**config.mk**
```make
export PLATFORM = sky130hd
export DESIGN_NAME = staircase_light_controller
export DESIGN_NICKNAME = d
export VERILOG_FILES = /design/src/rtl/slc_pkg.sv /design/src/rtl/slc_step.sv /design/src/rtl/staircase_light_controller.sv
export SDC_FILE = /design/constraint.sdc
export NUM_CORES = 2
export LEC_CHECK = 0
export BUFFER_PORTS_ARGS = -buffer_cell sky130_fd_sc_hd__buf_2
export CAP_MARGIN = 20
export CORE_MARGIN = 3
export CORE_UTILIZATION = 64
export DETAILED_ROUTE_END_ITERATION = 7
export PLACE_DENSITY = 0.78
export SLEW_MARGIN = 20
export SYNTH_ARGS = -nofsm -noshare
export SYNTH_HDL_FRONTEND = slang
export SYNTH_SLANG_ARGS = --single-unit
```
**constraint.sdc**
```tcl
create_clock -name clk -period 14.9 [get_ports clk]
set_clock_uncertainty 0.1 [all_clocks]
set_input_delay 2.98 -clock clk [delete_from_list [all_inputs] [get_ports clk]]
set_output_delay 2.98 -clock clk [all_outputs]
set_load 0.05 [all_outputs]
```
**src/rtl/slc_pkg.sv**
```systemverilog
// Shared types, constants and helpers for the staircase light controller.
`timescale 1ns / 1ps
package slc_pkg;

	localparam int unsigned DELAY_W = 31;
	localparam int unsigned MIN_W = 11;
	localparam int unsigned TIME_W = 32;
	localparam int unsigned CMD_W = 3;
	localparam int unsigned REG_IDX_W = 3;
	localparam int unsigned CFG_DATA_W = 31;

	localparam logic [TIME_W-1:0] DEBOUNCE_MS = 32'd50;
	localparam logic [TIME_W-1:0] RETRIGGER_GUARD_MS = 32'd2000;
	localparam logic [MIN_W-1:0] MIN_PER_DAY = 11'd1440;

	localparam logic [CMD_W-1:0] CMD_TICK = 3'd0;
	localparam logic [CMD_W-1:0] CMD_REMOTE = 3'd1;
	localparam logic [CMD_W-1:0] CMD_POLL = 3'd2;
	localparam logic [CMD_W-1:0] CMD_SHORT = 3'd3;
	localparam logic [CMD_W-1:0] CMD_LONG = 3'd4;
	localparam logic [CMD_W-1:0] CMD_FORCE_OFF = 3'd5;

	localparam logic [REG_IDX_W-1:0] REG_OFF_DELAY = 3'd0;
	localparam logic [REG_IDX_W-1:0] REG_OVERRIDE = 3'd1;
	localparam logic [REG_IDX_W-1:0] REG_TIMEOUT = 3'd2;
	localparam logic [REG_IDX_W-1:0] REG_WIN_EN = 3'd3;
	localparam logic [REG_IDX_W-1:0] REG_WIN_START = 3'd4;
	localparam logic [REG_IDX_W-1:0] REG_WIN_END = 3'd5;
	localparam logic [REG_IDX_W-1:0] REG_INVERT = 3'd6;

	localparam logic [DELAY_W-1:0] OFF_DELAY_RST = 31'd60000;
	localparam logic [DELAY_W-1:0] OVERRIDE_RST = 31'd300000;

	typedef struct packed {
		logic [DELAY_W-1:0] off_delay_ms;
		logic [DELAY_W-1:0] button_override_ms;
		logic [DELAY_W-1:0] motion_timeout_ms;
		logic window_enabled;
		logic [MIN_W-1:0] window_start_min;
		logic [MIN_W-1:0] window_end_min;
		logic local_motion_invert;
	} slc_cfg_t;

	typedef struct packed {
		logic [CMD_W-1:0] cmd;
		logic local_motion_raw;
		logic remote_source;
		logic remote_active;
		logic [MIN_W-1:0] minute_of_day;
		logic clock_valid;
	} slc_req_t;

	typedef struct packed {
		logic [TIME_W-1:0] time_ms;
		logic raw_level;
		logic stable_level;
		logic [TIME_W-1:0] edge_time;
		logic [2:0] motion_flags;
		logic [2:0][TIME_W-1:0] last_event_time;
		logic relay_state;
		logic force_latch;
		logic ov_v;
		logic [TIME_W-1:0] ov_t;
		logic sup_v;
		logic [TIME_W-1:0] sup_t;
		logic off_v;
		logic [TIME_W-1:0] off_t;
		logic rearm_v;
		logic [TIME_W-1:0] rearm_t;
	} slc_state_t;

	typedef struct packed {
		logic relay_on;
		logic relay_command;
		logic all_channels;
		logic motion_led;
		logic [1:0] motion_count;
		logic latched_on;
		logic override_active;
	} slc_res_t;

	function automatic logic before_f(input logic [TIME_W-1:0] a, input logic [TIME_W-1:0] b);
		logic [TIME_W-1:0] d;
		d = a - b;
		return d[TIME_W-1];
	endfunction

endpackage

```
**src/rtl/slc_step.sv**
```systemverilog
// Next-state and result logic for one controller request.
`timescale 1ns / 1ps
module slc_step (
	input  slc_pkg::slc_state_t state,
	input  slc_pkg::slc_cfg_t   cfg,
	input  slc_pkg::slc_req_t   req,
	output slc_pkg::slc_state_t state_nx,
	output slc_pkg::slc_res_t   res
);

	typedef struct packed {
		slc_pkg::slc_state_t st;
		logic drove;
	} slc_eval_t;

	function automatic logic [slc_pkg::MIN_W-1:0] mod_day(input logic [slc_pkg::MIN_W-1:0] x);
		return (x >= slc_pkg::MIN_PER_DAY) ? x - slc_pkg::MIN_PER_DAY : x;
	endfunction

	function automatic slc_eval_t eval_f(
		input slc_pkg::slc_state_t s,
		input logic [slc_pkg::DELAY_W-1:0] off_delay,
		input logic win
	);
		logic motion;
		logic ov_live;
		logic sup_live;
		logic rearm_live;
		logic desired;
		slc_eval_t r;
		r.st = s;
		r.drove = 1'b0;
		motion = |s.motion_flags;
		ov_live = s.ov_v && slc_pkg::before_f(s.time_ms, s.ov_t);
		sup_live = s.sup_v && slc_pkg::before_f(s.time_ms, s.sup_t);
		rearm_live = s.rearm_v && slc_pkg::before_f(s.time_ms, s.rearm_t);
		desired = s.force_latch || ov_live || (!sup_live && !rearm_live && win && motion);
		if (desired) begin
			r.st.off_v = 1'b0;
			if (!s.relay_state) begin
				r.st.relay_state = 1'b1;
				r.drove = 1'b1;
			end
		end else if (motion || !s.relay_state) begin
			r.st.off_v = 1'b0;
		end else if (!s.off_v) begin
			r.st.off_v = 1'b1;
			r.st.off_t = s.time_ms + {1'b0, off_delay};
		end else if (!slc_pkg::before_f(s.time_ms, s.off_t)) begin
			r.st.relay_state = 1'b0;
			r.drove = 1'b1;
			r.st.rearm_v = 1'b1;
			r.st.rearm_t = s.time_ms + slc_pkg::RETRIGGER_GUARD_MS;
			r.st.off_v = 1'b0;
		end
		return r;
	endfunction

	logic [slc_pkg::MIN_W-1:0] win_s;
	logic [slc_pkg::MIN_W-1:0] win_e;
	logic [slc_pkg::MIN_W-1:0] win_m;
	logic win_open;

	always_comb begin
		win_s = mod_day(cfg.window_start_min);
		win_e = mod_day(cfg.window_end_min);
		win_m = mod_day(req.minute_of_day);
		if (!cfg.window_enabled || !req.clock_valid || win_s == win_e) begin
			win_open = 1'b1;
		end else if (win_s < win_e) begin
			win_open = (win_m >= win_s) && (win_m < win_e);
		end else begin
			win_open = (win_m >= win_s) || (win_m < win_e);
		end
	end

	slc_pkg::slc_state_t nx;
	slc_eval_t ev;
	logic [slc_pkg::TIME_W-1:0] now;
	logic [1:0] ridx;
	logic lvl;
	logic drove;
	logic drove_all;

	always_comb begin
		nx = state;
		ev = '0;
		drove = 1'b0;
		drove_all = 1'b0;
		lvl = req.local_motion_raw ^ cfg.local_motion_invert;
		ridx = 2'd1 + {1'b0, req.remote_source};
		now = (req.cmd == slc_pkg::CMD_TICK) ? state.time_ms + 32'd1 : state.time_ms;
		nx.time_ms = now;
		if (nx.ov_v && !slc_pkg::before_f(now, nx.ov_t)) nx.ov_v = 1'b0;
		if (nx.sup_v && !slc_pkg::before_f(now, nx.sup_t)) nx.sup_v = 1'b0;
		if (nx.rearm_v && !slc_pkg::before_f(now, nx.rearm_t)) nx.rearm_v = 1'b0;

		case (req.cmd) inside
			slc_pkg::CMD_TICK: begin
				if (lvl != nx.raw_level) begin
					nx.raw_level = lvl;
					nx.edge_time = now;
				end
				if (nx.stable_level != nx.raw_level &&
				    !slc_pkg::before_f(now, nx.edge_time + slc_pkg::DEBOUNCE_MS)) begin
					nx.stable_level = nx.raw_level;
					nx.motion_flags[0] = nx.raw_level;
					nx.last_event_time[0] = now;
					ev = eval_f(nx, cfg.off_delay_ms, win_open);
					nx = ev.st;
					drove = ev.drove;
				end
				for (int i = 0; i < 3; i++) begin
					if (cfg.motion_timeout_ms != '0 && nx.motion_flags[i] &&
					    (now - nx.last_event_time[i]) > {1'b0, cfg.motion_timeout_ms}) begin
						nx.motion_flags[i] = 1'b0;
					end
				end
				ev = eval_f(nx, cfg.off_delay_ms, win_open);
				nx = ev.st;
				drove = drove | ev.drove;
			end
			slc_pkg::CMD_REMOTE, slc_pkg::CMD_POLL: begin
				if (req.cmd == slc_pkg::CMD_REMOTE ||
				    req.remote_active != nx.motion_flags[ridx]) begin
					nx.motion_flags[ridx] = req.remote_active;
					nx.last_event_time[ridx] = now;
					ev = eval_f(nx, cfg.off_delay_ms, win_open);
					nx = ev.st;
					drove = ev.drove;
				end else if (req.remote_active) begin
					nx.last_event_time[ridx] = now;
				end
			end
			slc_pkg::CMD_SHORT: begin
				nx.force_latch = 1'b0;
				nx.off_v = 1'b0;
				drove = 1'b1;
				if (state.relay_state) begin
					nx.ov_v = 1'b0;
					nx.sup_v = 1'b1;
					nx.sup_t = now + {1'b0, cfg.button_override_ms};
					nx.relay_state = 1'b0;
					drove_all = 1'b1;
				end else begin
					nx.sup_v = 1'b0;
					nx.ov_v = 1'b1;
					nx.ov_t = now + {1'b0, cfg.button_override_ms};
					nx.relay_state = 1'b1;
				end
			end
			slc_pkg::CMD_LONG: begin
				nx.force_latch = 1'b1;
				nx.ov_v = 1'b0;
				nx.sup_v = 1'b0;
				nx.off_v = 1'b0;
				nx.relay_state = 1'b1;
				drove = 1'b1;
				drove_all = 1'b1;
			end
			slc_pkg::CMD_FORCE_OFF: begin
				nx.force_latch = 1'b0;
				nx.ov_v = 1'b0;
				nx.off_v = 1'b0;
				nx.sup_v = 1'b1;
				nx.sup_t = now + {1'b0, cfg.button_override_ms};
				nx.relay_state = 1'b0;
				drove = 1'b1;
				drove_all = 1'b1;
			end
			default: begin
			end
		endcase
	end

	assign state_nx = nx;
	assign res.relay_on = nx.relay_state;
	assign res.relay_command = drove;
	assign res.all_channels = drove & drove_all;
	assign res.motion_led = nx.motion_flags[0];
	assign res.motion_count = {1'b0, nx.motion_flags[0]} + {1'b0, nx.motion_flags[1]} +
		{1'b0, nx.motion_flags[2]};
	assign res.latched_on = nx.force_latch;
	assign res.override_active = nx.ov_v && slc_pkg::before_f(now, nx.ov_t);

endmodule

```
**src/rtl/staircase_light_controller.sv**
```systemverilog
// Top level of the staircase light controller: request register, state and result register.
//
//   channel  direction  handshake             payload
//   in       to block   in_valid / in_stall   cmd, local_motion_raw, remote_source,
//                                             remote_active, minute_of_day, clock_valid
//   out      from block out_valid / out_stall relay_on, relay_command, all_channels,
//                                             motion_led, motion_count, latched_on,
//                                             override_active
//   cfg      to block   cfg_wr_en             cfg_index, cfg_data
//
// A request waits in the request register after acceptance; the step logic runs from it
// straight into the result register. One request is accepted per cycle while not stalled.
// Reset clears all controller state (lights off, no deadlines) and loads register defaults.
// A stalled result holds; the request register fills behind it and then stalls the input.
`timescale 1ns / 1ps
module staircase_light_controller (
	input  logic                            clk,
	input  logic                            arst_n,
	input  logic                            in_valid,
	output logic                            in_stall,
	input  logic [slc_pkg::CMD_W-1:0]       cmd,
	input  logic                            local_motion_raw,
	input  logic                            remote_source,
	input  logic                            remote_active,
	input  logic [slc_pkg::MIN_W-1:0]       minute_of_day,
	input  logic                            clock_valid,
	output logic                            out_valid,
	input  logic                            out_stall,
	output logic                            relay_on,
	output logic                            relay_command,
	output logic                            all_channels,
	output logic                            motion_led,
	output logic [1:0]                      motion_count,
	output logic                            latched_on,
	output logic                            override_active,
	input  logic                            cfg_wr_en,
	input  logic [slc_pkg::REG_IDX_W-1:0]   cfg_index,
	input  logic [slc_pkg::CFG_DATA_W-1:0]  cfg_data
);

	slc_pkg::slc_cfg_t cfg_q;
	slc_pkg::slc_req_t req_s1;
	logic valid_s1;
	slc_pkg::slc_state_t state_q;
	slc_pkg::slc_state_t state_nx;
	slc_pkg::slc_res_t res_nx;
	slc_pkg::slc_res_t res_q;
	logic out_valid_q;
	logic advance;
	logic accept;

	assign advance = valid_s1 && (!out_valid_q || !out_stall);
	assign in_stall = valid_s1 && out_valid_q && out_stall;
	assign accept = in_valid && !in_stall;

	always_ff @(posedge clk or negedge arst_n) begin
		if (!arst_n) begin
			cfg_q.off_delay_ms <= slc_pkg::OFF_DELAY_RST;
			cfg_q.button_override_ms <= slc_pkg::OVERRIDE_RST;
			cfg_q.motion_timeout_ms <= '0;
			cfg_q.window_enabled <= 1'b0;
			cfg_q.window_start_min <= '0;
			cfg_q.window_end_min <= '0;
			cfg_q.local_motion_invert <= 1'b0;
		end else if (cfg_wr_en) begin
			unique case (cfg_index)
				slc_pkg::REG_OFF_DELAY: cfg_q.off_delay_ms <= cfg_data;
				slc_pkg::REG_OVERRIDE:  cfg_q.button_override_ms <= cfg_data;
				slc_pkg::REG_TIMEOUT:   cfg_q.motion_timeout_ms <= cfg_data;
				slc_pkg::REG_WIN_EN:    cfg_q.window_enabled <= cfg_data[0];
				slc_pkg::REG_WIN_START: cfg_q.window_start_min <= cfg_data[slc_pkg::MIN_W-1:0];
				slc_pkg::REG_WIN_END:   cfg_q.window_end_min <= cfg_data[slc_pkg::MIN_W-1:0];
				slc_pkg::REG_INVERT:    cfg_q.local_motion_invert <= cfg_data[0];
				default: begin
				end
			endcase
		end
	end

	always_ff @(posedge clk or negedge arst_n) begin
		if (!arst_n) begin
			valid_s1 <= 1'b0;
		end else if (accept) begin
			valid_s1 <= 1'b1;
		end else if (advance) begin
			valid_s1 <= 1'b0;
		end
	end

	always_ff @(posedge clk) begin
		if (accept) begin
			req_s1.cmd <= cmd;
			req_s1.local_motion_raw <= local_motion_raw;
			req_s1.remote_source <= remote_source;
			req_s1.remote_active <= remote_active;
			req_s1.minute_of_day <= minute_of_day;
			req_s1.clock_valid <= clock_valid;
		end
	end

	slc_step u_step (
		.state    (state_q),
		.cfg      (cfg_q),
		.req      (req_s1),
		.state_nx (state_nx),
		.res      (res_nx)
	);

	always_ff @(posedge clk or negedge arst_n) begin
		if (!arst_n) begin
			state_q <= '0;
			out_valid_q <= 1'b0;
		end else begin
			if (advance) begin
				state_q <= state_nx;
				out_valid_q <= 1'b1;
			end else if (!out_stall) begin
				out_valid_q <= 1'b0;
			end
		end
	end

	always_ff @(posedge clk) begin
		if (advance) begin
			res_q <= res_nx;
		end
	end

	assign out_valid = out_valid_q;
	assign relay_on = res_q.relay_on;
	assign relay_command = res_q.relay_command;
	assign all_channels = res_q.all_channels;
	assign motion_led = res_q.motion_led;
	assign motion_count = res_q.motion_count;
	assign latched_on = res_q.latched_on;
	assign override_active = res_q.override_active;

`ifndef SYNTH
	a_latch_keeps_on: assert property (@(posedge clk) disable iff (!arst_n)
		out_valid |-> (!latched_on || relay_on))
		else $error("latched result with relay off");
	a_override_keeps_on: assert property (@(posedge clk) disable iff (!arst_n)
		out_valid |-> (!override_active || relay_on))
		else $error("override running with relay off");
	a_all_needs_cmd: assert property (@(posedge clk) disable iff (!arst_n)
		out_valid |-> (!all_channels || relay_command))
		else $error("all channels without relay command");
	a_off_delay_relay_on: assert property (@(posedge clk) disable iff (!arst_n)
		state_q.off_v |-> (state_q.relay_state && state_q.motion_flags == 3'b000))
		else $error("off delay armed while relay off or motion present");
	a_stall_needs_request: assert property (@(posedge clk) disable iff (!arst_n)
		in_stall |-> (valid_s1 && out_valid_q))
		else $error("input stalled with room in the pipeline");
`endif

endmodule

```
==> impl_metrics.py <==
metrics = {
    "sta": {
        "fin_crit_sh": 0.945,
        "maxSlewViolCount": 0,
        "max_slew.worst_pin.slew_ns": 1.05,
        "max_freq_mhz": 71.0,
        "layout_min_cycle_time_ns": 14.09,
        "setup_ws_ns": 0.813,
        "setup_viol": 0,
        "report.final.hold_viol_count": 0,
        "relSlewSlack": 0.297,
    },
    "pwr": {
        "vdd.ir_drop.worst_v": 0.000208,
        "total_power_mw": 9.00,
        "power.density_mw_per_mm2": 214,
        "p_leak_nw": 19.9,
    },
    "logic_synthesis": {
        "ys_ff_latch": 444,
        "ys_warn_count": 0,
        "yosys_most_used_dff": "dfrtp_1",
        "mappedNetlistArea_mm2": 0.0385,
        "synth.distinct_cells": 96,
        "syn_area_per_cell_um2": 8.32,
        "ys_seq_area_frac": 0.293,
        "synth_area_leaders": "dfrtp_1 (26%), ha_1 (17%), a21oi_1 (6.2%), o21ai_0 (4.7%), xnor2_1 (4.4%)",
        "synth_cells": 4625,
        "synth_edf_count": 26,
        "synth_nets": 5208,
        "yosysTopAreaCellShare": 0.262,
        "yosys.area.top_type": "dfrtp_1",
        "async_reset_ff_frac": 0.941,
    },
    "floorplanning": {
        "die_y_um": 251,
        "row_count": 89,
        "start_util": 0.649,
        "fp.dieW_um": 251,
        "die-area_mm2": 0.0631,
        "core_area_mm2": 0.0592,
        "ios": 67,
    },
    "critical_path": {
        "cp_max_fo": 19,
        "critPathTopFamily": "compound AO/OA/AOI/OAI gates",
        "slowest_delay_ns": 0.74,
        "worstPathRequired_ns": 15.34,
        "critPathBufInv": 4,
        "crit_top_cell": "o21ai_0",
        "crit_arrival_ns": 14.53,
        "endpoint_kind": "register",
        "setup.worst_path.class": "reg2reg",
        "worstSetupStartpointType": "register",
        "r2r_setup_slack_ns": 0.81,
        "cpMaxStageDelayCell": "or4b_4",
    },
    "finish": {
        "mostFrequentLayoutCells": "ha_1 (520), a21oi_1 (475), nor2_1 (426), dfrtp_1 (403), inv_1 (389)",
        "final_common_cell": "ha_1",
        "fin_nets": 5262,
        "area_delta_synth_final_pct": 9.26,
        "final_util": 0.709,
        "num-fill-cells": 4804,
        "drive_gt1_frac": 0.0978,
    },
    "global_route": {
        "grt_usage": 0.414,
        "grt_pass1_wl_mm": 201,
        "grt_pass1_vias": 34300,
        "grt-ovfl-total": 0,
        "grt_start_max_net_pins": 145,
        "antenna_found_initial": 7,
    },
    "clocking": {
        "cts_tree": "built",
        "cts_root_buf": "clkbuf_16",
        "htree_num_levels": 2,
        "clock_sinks": 444,
        "cts_buffers": 53,
        "clock_latency_ns": 0.64,
        "cts_setup_buffers": 0,
        "cts_max_path_buffers": 3,
        "clk_pin_slew_ns": 0.07,
    },
    "drt": {
        "drtAntennaViolNets": 0,
        "avgViaCountPerCell": 6.59,
        "wl_mm": 133,
        "wl_per_cell_um": 24.1,
        "vias": 36255,
        "drt_iter0_drc": 3853,
        "drc": 0,
        "drt_first_pass_iters": 7,
    },
    "min_path": {
        "hold_path_class": "reg2reg",
    },
    "job": {
        "cap_violations": 0,
    },
    "place": {
        "pre_cts_ws_ns": 0.502,
        "gp_congestion": 1.04,
        "place_hpwl_mm": 98.3,
        "port_buffers": 66,
    },
    "outcome": {
        "outcome": "finished, final reports clean",
    },
}
## state kept, by name, indices dropped and copies added, names as in the netlist, 2 cells and up
| name | flops |
|---|---|
| req_s1 | 18 |
| cfg_q | 117 |
| motion_count | 2 |
| state_q | 299 |
## what timing repair did
| item | CTS | global route |
|---|---|---|
| resized for setup | 0 | 9 |
| hold buffers | 0 | 0 |
| endpoints found under the setup margin | 0 | 71 |
## final timing paths
check / start / to / cells past startpoint
setup / recovery: req_s1[15] / state_q[8] / 47
setup reg to reg: req_s1[15] / state_q[8] / 47
min in group asynchronous: arst_n / cfg_q[16] / 1
hold reg to reg: state_q[81] / state_q[81] / 2
max in group asynchronous: arst_n / state_q[132] / 3
hold / removal: state_q[81] / state_q[81] / 2
## through the flow
step	hold slack [ns]	cells	cell area [µm²]	setup TNS, ns
2_1_floorplan	0.346	4625	38500	0
3_3_place_gp	0.357	5397	40000	0
3_5_place_dp	0.370	5397	40100	0
4_1_cts	0.383	5496	42000	0
5_1_grt	0.405	5498	42000	-0.0158
6_report	0.380	5502	42000	0
## metal layers
layer / part of all wire / up-vias / track usage
li1: - / 16587 / -
met5: 0.00020 / - / 0
met2: 0.41 / 1973 / 0.611
met3: 0.12 / 534 / 0.112
met4: 0.072 / 4 / 0.258
met1: 0.40 / 17157 / 0.542
## synthesized netlist by cell type, types with 73 or more instances
| master | instances |
|---|---|
| a21oi_1 | 475 |
| inv_1 | 389 |
| nand2_1 | 382 |
| clkbuf_1 | 149 |
| nand3_1 | 91 |
| xor2_1 | 73 |
| mux2_2 | 100 |
| a21o_1 | 123 |
| xnor2_1 | 193 |
| nand4_1 | 82 |
| dfrtp_1 | 403 |
| o21ai_0 | 359 |
| nor2_1 | 433 |
| ha_1 | 520 |
## power breakdown
group	switching, mW	total [mW]	internal (mW)
combinational	3.48	5.66	2.18
clock	0.581	1.46	0.877
sequential	0.296	1.89	1.59
total	4.36	9.00	4.65
## worst min-delay path, cell delays in order, from the launching register on
cell and delay (ns):
dfrtp_1 0.34, nand2_1 0.05, o21ai_0 0.06
## layout make-up
type,count,area (µm²),area share
repair buffers,173,1160,0.0275
clock inverters,28,389,0.00926
diodes,6,15.0,0.000357
flip-flops and latches,444,11300,0.268
multi-input cells,3610,25200,0.600
clock buffers,71,1530,0.0365
well taps,773,967,0.0230
inverters,397,1490,0.0355
## logic make-up after synthesis
kind of cell,share of synthesized area
mux,0.0387
buf+inv,0.0567
compound gates,0.213
fa+ha+maj,0.175
flops,0.293
xor+xnor,0.0630
simple gates,0.162
No activity file was read; power rests on OpenSTA's default activity.
